==> src/rtl/sgrc_pkg.sv <==
`timescale 1ns / 1ps

package sgrc_pkg;

    localparam int MAX_SEGMENTS_DEF = 16;

    // result status codes
    typedef enum logic [1:0] {
        ST_CHUNK   = 2'd0,
        ST_ACK     = 2'd1,
        ST_INVALID = 2'd2,
        ST_EMPTY   = 2'd3
    } t_status;

    // request kinds
    localparam logic REQ_LOAD = 1'b0;
    localparam logic REQ_XFER = 1'b1;

endpackage

==> src/rtl/scatter_gather_read_chunker.sv <==
`timescale 1ns / 1ps

// Scatter-gather read chunker.
// Input channel (i_in_valid / o_in_ready) takes two kinds of request. A load
// writes one segment entry (address, size) into the table; with seg_is_last
// set the segment count becomes seg_index + 1. Every load returns one
// acknowledge result. A transfer gives a byte offset into the concatenated
// segments and a length; the block returns one chunk per non-empty segment
// touched (last set on the final one), or a single invalid / empty result.
// Output channel (o_out_valid / i_out_ready) is a single result register; the
// sequencer holds when that register is full and not being taken.
// Timing: a load's acknowledge is registered and appears in the cycle after it is accepted.
// A transfer keeps o_in_ready low while the sequencer works: for each segment
// examined by the seek, a table read and then a compare (S_SEEK_RD, S_SEEK);
// the segment that holds the offset goes straight on to S_WALK; each further
// segment walked takes a read and a compare (S_WALK_RD, S_WALK); then S_FLUSH
// sends the final chunk. The registered table read sets this pace; receiver
// stalls add to it. One request is handled at a time.
// Reset clears the segment count and the sequencer; table contents are kept
// undefined until loaded.

module scatter_gather_read_chunker #(
    parameter int MAX_SEGMENTS = sgrc_pkg::MAX_SEGMENTS_DEF
) (
    input  logic              i_clk,
    input  logic              i_rst_n,
    input  logic              i_in_valid,
    output logic              o_in_ready,
    input  logic              i_req_type,
    input  logic [3:0]        i_seg_index,
    input  logic [31:0]       i_seg_addr,
    input  logic [31:0]       i_seg_size,
    input  logic              i_seg_is_last,
    input  logic [31:0]       i_start_offset,
    input  logic [31:0]       i_transfer_length,
    output logic              o_out_valid,
    input  logic              i_out_ready,
    output sgrc_pkg::t_status o_status,
    output logic [3:0]        o_chunk_seg,
    output logic [31:0]       o_chunk_src_addr,
    output logic [31:0]       o_chunk_dst_offset,
    output logic [31:0]       o_chunk_len,
    output logic              o_last
);

    import sgrc_pkg::*;

    localparam int IDX_W = (MAX_SEGMENTS > 1) ? $clog2(MAX_SEGMENTS) : 1;
    localparam int CMP_W = (IDX_W + 1 > 5) ? IDX_W + 1 : 5;

    typedef enum logic [5:0] {
        S_IDLE    = 6'b000001,
        S_SEEK_RD = 6'b000010,
        S_SEEK    = 6'b000100,
        S_WALK_RD = 6'b001000,
        S_WALK    = 6'b010000,
        S_FLUSH   = 6'b100000
    } t_state;

    t_state           r_state, n_state;
    logic [4:0]       r_count, n_count;
    logic [IDX_W-1:0] r_idx, n_idx;
    logic [31:0]      r_pos, n_pos;
    logic [31:0]      r_rem, n_rem;
    logic [31:0]      r_emitted, n_emitted;
    logic             r_have_pend, n_have_pend;
    logic [IDX_W-1:0] r_pend_seg, n_pend_seg;
    logic [31:0]      r_pend_src, n_pend_src;
    logic [31:0]      r_pend_dst, n_pend_dst;
    logic [31:0]      r_pend_len, n_pend_len;

    logic             r_o_valid, n_o_valid;
    t_status          r_status, n_status;
    logic [3:0]       r_seg, n_seg;
    logic [31:0]      r_src, n_src;
    logic [31:0]      r_dst, n_dst;
    logic [31:0]      r_len, n_len;
    logic             r_last, n_last;

    logic             can_push;
    logic             accept;
    logic             tbl_we;
    logic [IDX_W-1:0] tbl_waddr;
    logic [31:0]      rd_size;
    logic [31:0]      rd_addr;
    logic [CMP_W-1:0] cnt_eff;
    logic             at_end;
    logic [31:0]      seg_left;
    logic             fits;
    logic [31:0]      take;

    assign can_push   = !r_o_valid || i_out_ready;
    assign o_in_ready = (r_state == S_IDLE) && can_push;
    assign accept     = i_in_valid && o_in_ready;

    assign tbl_waddr = IDX_W'(i_seg_index);
    assign tbl_we    = accept && (i_req_type == REQ_LOAD)
                       && (CMP_W'(i_seg_index) < CMP_W'(MAX_SEGMENTS));

    sgrc_ram #(.WIDTH(32), .DEPTH(MAX_SEGMENTS)) u_addr_ram (
        .i_clk   (i_clk),
        .i_we    (tbl_we),
        .i_waddr (tbl_waddr),
        .i_wdata (i_seg_addr),
        .i_raddr (r_idx),
        .o_rdata (rd_addr)
    );

    sgrc_ram #(.WIDTH(32), .DEPTH(MAX_SEGMENTS)) u_size_ram (
        .i_clk   (i_clk),
        .i_we    (tbl_we),
        .i_waddr (tbl_waddr),
        .i_wdata (i_seg_size),
        .i_raddr (r_idx),
        .o_rdata (rd_size)
    );

    assign cnt_eff  = (CMP_W'(r_count) > CMP_W'(MAX_SEGMENTS)) ? CMP_W'(MAX_SEGMENTS)
                                                              : CMP_W'(r_count);
    assign at_end   = (CMP_W'(r_idx) + CMP_W'(1)) == cnt_eff;
    assign seg_left = rd_size - r_pos;
    // rem <= seg_left means this chunk finishes the request
    assign fits     = r_rem <= seg_left;
    assign take     = fits ? r_rem : seg_left;

    always_comb begin
        n_state     = r_state;
        n_count     = r_count;
        n_idx       = r_idx;
        n_pos       = r_pos;
        n_rem       = r_rem;
        n_emitted   = r_emitted;
        n_have_pend = r_have_pend;
        n_pend_seg  = r_pend_seg;
        n_pend_src  = r_pend_src;
        n_pend_dst  = r_pend_dst;
        n_pend_len  = r_pend_len;
        n_o_valid   = r_o_valid && !i_out_ready;
        n_status    = r_status;
        n_seg       = r_seg;
        n_src       = r_src;
        n_dst       = r_dst;
        n_len       = r_len;
        n_last      = r_last;

        unique case (r_state)
            S_IDLE: begin
                if (accept) begin
                    if (i_req_type == REQ_LOAD) begin
                        if (tbl_we && i_seg_is_last) begin
                            n_count = 5'(i_seg_index) + 5'd1;
                        end
                        n_o_valid = 1'b1;
                        n_status  = ST_ACK;
                        n_seg     = i_seg_index;
                        n_src     = '0;
                        n_dst     = '0;
                        n_len     = '0;
                        n_last    = 1'b1;
                    end else if (cnt_eff == '0) begin
                        n_o_valid = 1'b1;
                        n_status  = ST_INVALID;
                        n_seg     = '0;
                        n_src     = '0;
                        n_dst     = '0;
                        n_len     = '0;
                        n_last    = 1'b1;
                    end else begin
                        n_idx       = '0;
                        n_pos       = i_start_offset;
                        n_rem       = i_transfer_length;
                        n_emitted   = '0;
                        n_have_pend = 1'b0;
                        n_state     = S_SEEK_RD;
                    end
                end
            end
            S_SEEK_RD: begin
                n_state = S_SEEK;
            end
            S_SEEK: begin
                // r_pos holds the offset left after the segments passed so far
                if (r_pos < rd_size) begin
                    if (r_rem == '0) begin
                        if (can_push) begin
                            n_o_valid = 1'b1;
                            n_status  = ST_EMPTY;
                            n_seg     = '0;
                            n_src     = '0;
                            n_dst     = '0;
                            n_len     = '0;
                            n_last    = 1'b1;
                            n_state   = S_IDLE;
                        end
                    end else begin
                        n_state = S_WALK;
                    end
                end else if (at_end) begin
                    if (can_push) begin
                        n_o_valid = 1'b1;
                        n_status  = ST_INVALID;
                        n_seg     = '0;
                        n_src     = '0;
                        n_dst     = '0;
                        n_len     = '0;
                        n_last    = 1'b1;
                        n_state   = S_IDLE;
                    end
                end else begin
                    n_pos   = r_pos - rd_size;
                    n_idx   = r_idx + IDX_W'(1);
                    n_state = S_SEEK_RD;
                end
            end
            S_WALK_RD: begin
                n_state = S_WALK;
            end
            S_WALK: begin
                if (seg_left != '0) begin
                    if (!(r_have_pend && !can_push)) begin
                        // previous chunk has a successor, so it is not last
                        if (r_have_pend) begin
                            n_o_valid = 1'b1;
                            n_status  = ST_CHUNK;
                            n_seg     = 4'(r_pend_seg);
                            n_src     = r_pend_src;
                            n_dst     = r_pend_dst;
                            n_len     = r_pend_len;
                            n_last    = 1'b0;
                        end
                        n_have_pend = 1'b1;
                        n_pend_seg  = r_idx;
                        n_pend_src  = rd_addr + r_pos;
                        n_pend_dst  = r_emitted;
                        n_pend_len  = take;
                        n_emitted   = r_emitted + take;
                        n_rem       = r_rem - take;
                        if (fits || at_end) begin
                            n_state = S_FLUSH;
                        end else begin
                            n_idx   = r_idx + IDX_W'(1);
                            n_pos   = '0;
                            n_state = S_WALK_RD;
                        end
                    end
                end else if (at_end) begin
                    n_state = S_FLUSH;
                end else begin
                    n_idx   = r_idx + IDX_W'(1);
                    n_pos   = '0;
                    n_state = S_WALK_RD;
                end
            end
            S_FLUSH: begin
                if (can_push) begin
                    n_o_valid   = 1'b1;
                    n_status    = ST_CHUNK;
                    n_seg       = 4'(r_pend_seg);
                    n_src       = r_pend_src;
                    n_dst       = r_pend_dst;
                    n_len       = r_pend_len;
                    n_last      = 1'b1;
                    n_have_pend = 1'b0;
                    n_state     = S_IDLE;
                end
            end
            default: begin
                n_state = S_IDLE;
            end
        endcase
    end

    always_ff @(posedge i_clk) begin
        if (!i_rst_n) begin
            r_state     <= S_IDLE;
            r_count     <= '0;
            r_have_pend <= 1'b0;
            r_o_valid   <= 1'b0;
        end else begin
            r_state     <= n_state;
            r_count     <= n_count;
            r_have_pend <= n_have_pend;
            r_o_valid   <= n_o_valid;
        end
    end

    always_ff @(posedge i_clk) begin
        r_idx      <= n_idx;
        r_pos      <= n_pos;
        r_rem      <= n_rem;
        r_emitted  <= n_emitted;
        r_pend_seg <= n_pend_seg;
        r_pend_src <= n_pend_src;
        r_pend_dst <= n_pend_dst;
        r_pend_len <= n_pend_len;
        r_status   <= n_status;
        r_seg      <= n_seg;
        r_src      <= n_src;
        r_dst      <= n_dst;
        r_len      <= n_len;
        r_last     <= n_last;
    end

    assign o_out_valid        = r_o_valid;
    assign o_status           = r_status;
    assign o_chunk_seg        = r_seg;
    assign o_chunk_src_addr   = r_src;
    assign o_chunk_dst_offset = r_dst;
    assign o_chunk_len        = r_len;
    assign o_last             = r_last;

    // non-chunk results always close their request
    a_status_last: assert property (@(posedge i_clk) disable iff (!i_rst_n)
        (r_o_valid && r_status != ST_CHUNK) |-> r_last)
        else $error("non-chunk result without last");

    // emitted chunks never carry zero bytes
    a_chunk_len: assert property (@(posedge i_clk) disable iff (!i_rst_n)
        (r_o_valid && r_status == ST_CHUNK) |-> (r_len != '0))
        else $error("zero-length chunk");

    // the walk only runs while bytes are still owed
    a_walk_rem: assert property (@(posedge i_clk) disable iff (!i_rst_n)
        (r_state == S_WALK || r_state == S_WALK_RD) |-> (r_rem != '0))
        else $error("walk with nothing remaining");

    // table index stays inside the active segments during a transfer
    a_idx_range: assert property (@(posedge i_clk) disable iff (!i_rst_n)
        (r_state == S_SEEK || r_state == S_WALK) |-> (CMP_W'(r_idx) < cnt_eff))
        else $error("table index past segment count");

    // the final chunk is flushed only with a pending chunk held
    a_flush_pend: assert property (@(posedge i_clk) disable iff (!i_rst_n)
        (r_state == S_FLUSH) |-> r_have_pend)
        else $error("flush without pending chunk");

endmodule

==> src/rtl/sgrc_ram.sv <==
`timescale 1ns / 1ps

module sgrc_ram #(
    parameter int WIDTH = 32,
    parameter int DEPTH = 16
) (
    input  logic                                i_clk,
    input  logic                                i_we,
    input  logic [(DEPTH > 1 ? $clog2(DEPTH) : 1)-1:0] i_waddr,
    input  logic [WIDTH-1:0]                    i_wdata,
    input  logic [(DEPTH > 1 ? $clog2(DEPTH) : 1)-1:0] i_raddr,
    output logic [WIDTH-1:0]                    o_rdata
);

    logic [WIDTH-1:0] r_mem [DEPTH];
    logic [WIDTH-1:0] r_rdata;

    always_ff @(posedge i_clk) begin
        if (i_we) begin
            r_mem[i_waddr] <= i_wdata;
        end
        r_rdata <= r_mem[i_raddr];
    end

    assign o_rdata = r_rdata;

endmodule

==> config.mk <==
export PLATFORM = sky130hd
export DESIGN_NAME = scatter_gather_read_chunker
export DESIGN_NICKNAME = d
export VERILOG_FILES = /design/src/rtl/sgrc_pkg.sv /design/src/rtl/scatter_gather_read_chunker.sv /design/src/rtl/sgrc_ram.sv
export SDC_FILE = /design/constraint.sdc
export NUM_CORES = 2
export LEC_CHECK = 0
export BUFFER_PORTS_ARGS = -buffer_cell sky130_fd_sc_hd__buf_4
export CORE_MARGIN = 5
export CORE_UTILIZATION = 62
export DETAILED_ROUTE_END_ITERATION = 16
export GPL_ROUTABILITY_DRIVEN = 0
export GPL_TIMING_DRIVEN = 0
export HOLD_SLACK_MARGIN = 0.05
export PLACE_DENSITY = 0.8
export RECOVER_POWER = 100
export SLEW_MARGIN = 20
export SYNTH_ARGS = -nofsm -noshare
export SYNTH_HDL_FRONTEND = slang
export SYNTH_HIERARCHICAL = 1
export SYNTH_SLANG_ARGS = --single-unit
==> constraint.sdc <==
create_clock -name i_clk -period 12.5 [get_ports i_clk]
set_input_delay 1.25 -clock i_clk [delete_from_list [all_inputs] [get_ports i_clk]]
set_output_delay 1.25 -clock i_clk [all_outputs]
set_load 0.01 [all_outputs]
==> impl_metrics.csv <==
group,metric,value,unit
sta,finalSetupViolations,0,
drt,drt_iter0_drc,5585,
pwr,p_per_area,310,nW/um2
place,dp_hpwl,109000,um
logic_synthesis,async_flop_share,0,%
global_routing,antenna_found_initial,19,
finish,fillers,6149,
sta,clock.fmax,0.0920,GHz
drt,first_pass_iters,9,
global_routing,grt_max_degree,31,
critical_path,cp-start-kind,"register",
logic_synthesis,ys_warn_count,6,
sta,period_share,87.0,%
critical_path,cp_max_fo,10,
clock_tree,cts_buffers,139,
floorplanning,top_level_ports,243,
logic_synthesis,netlist.area_leader.share,65.4,%
global_routing,use_met2,51.5,%
global_routing,grt_pass1_vias,37800,
clock_tree,hold_buffers,0,
drt,via_per_inst,6.72,
critical_path,slowest_delay,830,ps
hold_path,hp-class,"register to register",
floorplanning,core,98000,um2
global_routing,met1_usage,42.3,%
critical_path,worst_path_max_delay_cell,"a21boi_0",
drt,num_vias,38200,
drt,drc,0,
sta,hold_violations,0,
clock_tree,clock_latency,760,ps
global_routing,grt-ovfl-total,0,
pwr,peakVddDrop,0.307,mV
finish,layout.nets,4609,
sta,clock_skew,32.0,ps
logic_synthesis,ys.flop_type,"edfxtp_1",
logic_synthesis,syn_nets,4145,
drt,ant_nets,0,
clock_tree,cts_tree,"yes",
clock_tree,cts_sinks,1404,
sta,worstMarginPinSlew,2410,ps
clock_tree,h-tree-depth,4,
run_status,violations,"max-capacitance violations, max-slew violations",
place,port_buffers,242,
global_routing,grt.busiest_layer,"met2",
clock_tree,cts-root-buf,"clkbuf_16",
sta,fin_crit,10880,ps
logic_synthesis,synth_area_per_cell,16.0,um2
sta,rsz0062_at_grt,"no",
floorplanning,fp-row-count,115,
drt,routed_wl,169000,um
logic_synthesis,synth_area_leaders,"edfxtp_1 65%, mux4_2 9.5%, ha_1 3.9%",
pwr,leakage,23.7,nW
sta,drv_slew,518,
sta,slew_headroom,-61.3,%
floorplanning,die_h,323,um
floorplanning,die_x,323,um
drt,wl_per_cell,29.7,um
run,max-cap-violations,32,
logic_synthesis,synth_cells,3814,
sta,timing.setup.tns,0,ps
critical_path,cp-end-kind,"register",
clock_tree,clockBufferDepth,3,
global_routing,track_usage,32.1,%
logic_synthesis,yosysSeqAreaShare,68.0,%
critical_path,cp.required,12970,ps
finish,drive_gt1_share,13.6,%
global_routing,grt.met3_usage,8.97,%
critical_path,critPathKind,"register to register",
logic_synthesis,synth-edff-count,1327,
floorplanning,start_util,62.2,%
place,dp_cells,5424,
run_status,status,"finished with violations",
floorplanning,dieArea,105000,um2
finish,stdcell_count,5676,
logic_synthesis,synth_cell_types,93,
clock_tree,ctsResizeCount,0,
logic_synthesis,synth.most_common_cell,"edfxtp_1",
logic_synthesis,yosys_register_bits,1404,
critical_path,cp.arrival,11340,ps
clock_tree,path_clk_slew,60,ps
logic_synthesis,synth_largest_area_cell,"edfxtp_1",
finish,seq_area,41400,um2
global_routing,grt_pass1_wl,245000,um
clock_tree,cts_setup_buffers,0,
finish,multi_input_area,18300,um2
logic_synthesis,ys_top_cells_by_count,"1327 x edfxtp_1, 259 x nand2_1, 256 x mux4_2, 188 x ha_1, 168 x nor2_1",
logic_synthesis,syn_area,60900,um2
finish,syn_to_final_growth,12.3,%
-- registers in the layout (all words and copies together) (netlist names) --
register and count:
o_chunk_dst_offset 32, o_chunk_seg 4, r_pend_src 32, o_chunk_src_addr 32, r_pend_len 32, r_pend_dst 32
u_size_ram/r_mem 512, u_addr_ram/r_mem 512, r_pend_seg 4, r_state 6, r_count 5, r_pos 32
o_chunk_len 32, o_status 2, r_idx 4, o_out_valid 1, r_have_pend 1, u_addr_ram/o_rdata 32
o_last 1, r_rem 32, r_emitted 32, u_size_ram/o_rdata 32
-- logic make-up (layout without fill, tap and decap cells) --
group,after synthesis,count (layout),share of synthesized area (%)
and+or+nand+nor,798,798,6.44
muxes,262,262,9.57
AOI/OAI and AO/OA,730,730,7.96
buffers and inverters,288,854,2.00
other,0,9,0
DFF,1404,1404,68.0
xor gates and xnor gates,139,139,2.04
adders and majority gates,193,193,4.03
-- layout make-up --
type                    count  share of cell area (%)
flip-flops and latches   1404                    60.5
clock buffers             179                    5.51
well taps                1287                    2.36
diodes                      9                  0.0329
inverters                 125                   0.686
plain buffers             163                    1.07
multi-input cells        2122                    26.7
repair buffers            323                    2.17
clock inverters            64                   0.895
-- placed cells by master, fill, tap and decap left out, types with 16 or more instances in the layout --
| master | n |
|---|---|
| o31ai_1 | 22 |
| nand4_1 | 18 |
| clkbuf_1 | 390 |
| buf_4 | 94 |
| buf_1 | 17 |
| o21a_1 | 31 |
| a31oi_1 | 24 |
| and2_0 | 72 |
| and2_1 | 43 |
| o21ai_0 | 153 |
| edfxtp_1 | 1327 |
| nor4_1 | 16 |
| nor2b_1 | 30 |
| clkinv_1 | 21 |
| a22oi_1 | 128 |
| mux4_2 | 256 |
| clkinv_2 | 19 |
| nor2_1 | 168 |
| a21oi_1 | 147 |
| nor3_1 | 43 |
| nand3_1 | 47 |
| inv_1 | 125 |
| a21o_1 | 99 |
| ha_1 | 188 |
| dfxtp_1 | 77 |
| nand2b_1 | 27 |
| and3_1 | 22 |
| xor2_1 | 60 |
| nand2_1 | 259 |
| xnor2_1 | 77 |
| clkbuf_16 | 144 |
-- worst paths after layout --
path	startpoint	endpoint	slack, ps	cells past startpoint
worst min-delay path	r_emitted[28]	r_pend_dst[28]	450	0
worst max-delay path	r_pos[13]	r_rem[31]	1620	34
worst max register to register	r_pos[13]	r_rem[31]	1620	34
worst min register to register	r_emitted[28]	r_pend_dst[28]	450	0
-- metal layers --
layer / vias to the layer above / wire length [um]
li1: 15900 / -
met1: 18900 / 59900
met5: - / 80
met4: 12 / 8240
met2: 2807 / 79600
met3: 526 / 20900
-- where the power goes --
part,switching [mW],internal [mW]
Sequential,0.323,5.81
Clock,1.76,2.34
Combinational,6.67,4.31
-- worst max-delay path: cells and delay by family, from the launching register on --
kind                       cells  cell delay (ps)
buffers and inverters          6             1550
xor gates and xnor gates       2              630
and+or+nand+nor                7             1540
adders and majority gates      3              990
DFF                            1              550
AOI/OAI and AO/OA             16             5340
-- per-stage QoR --
stage / hold WS [ps] / total power, mW / cell area (um2) / setup slack, ps / util [%]
floorplan: 428 / 14.1 / 60900 / 1990 / -
global placement: 442 / 16.7 / 64300 / -2160 / 65.6
detailed placement: 443 / 16.9 / 65900 / 2510 / 67.2
CTS: 458 / 21.2 / 70200 / 2450 / 71.7
global route: 460 / 22.4 / 68400 / 950 / 69.8
finish: 455 / 21.2 / 68400 / 1620 / 69.8
Power figures use the tool's default switching activity.
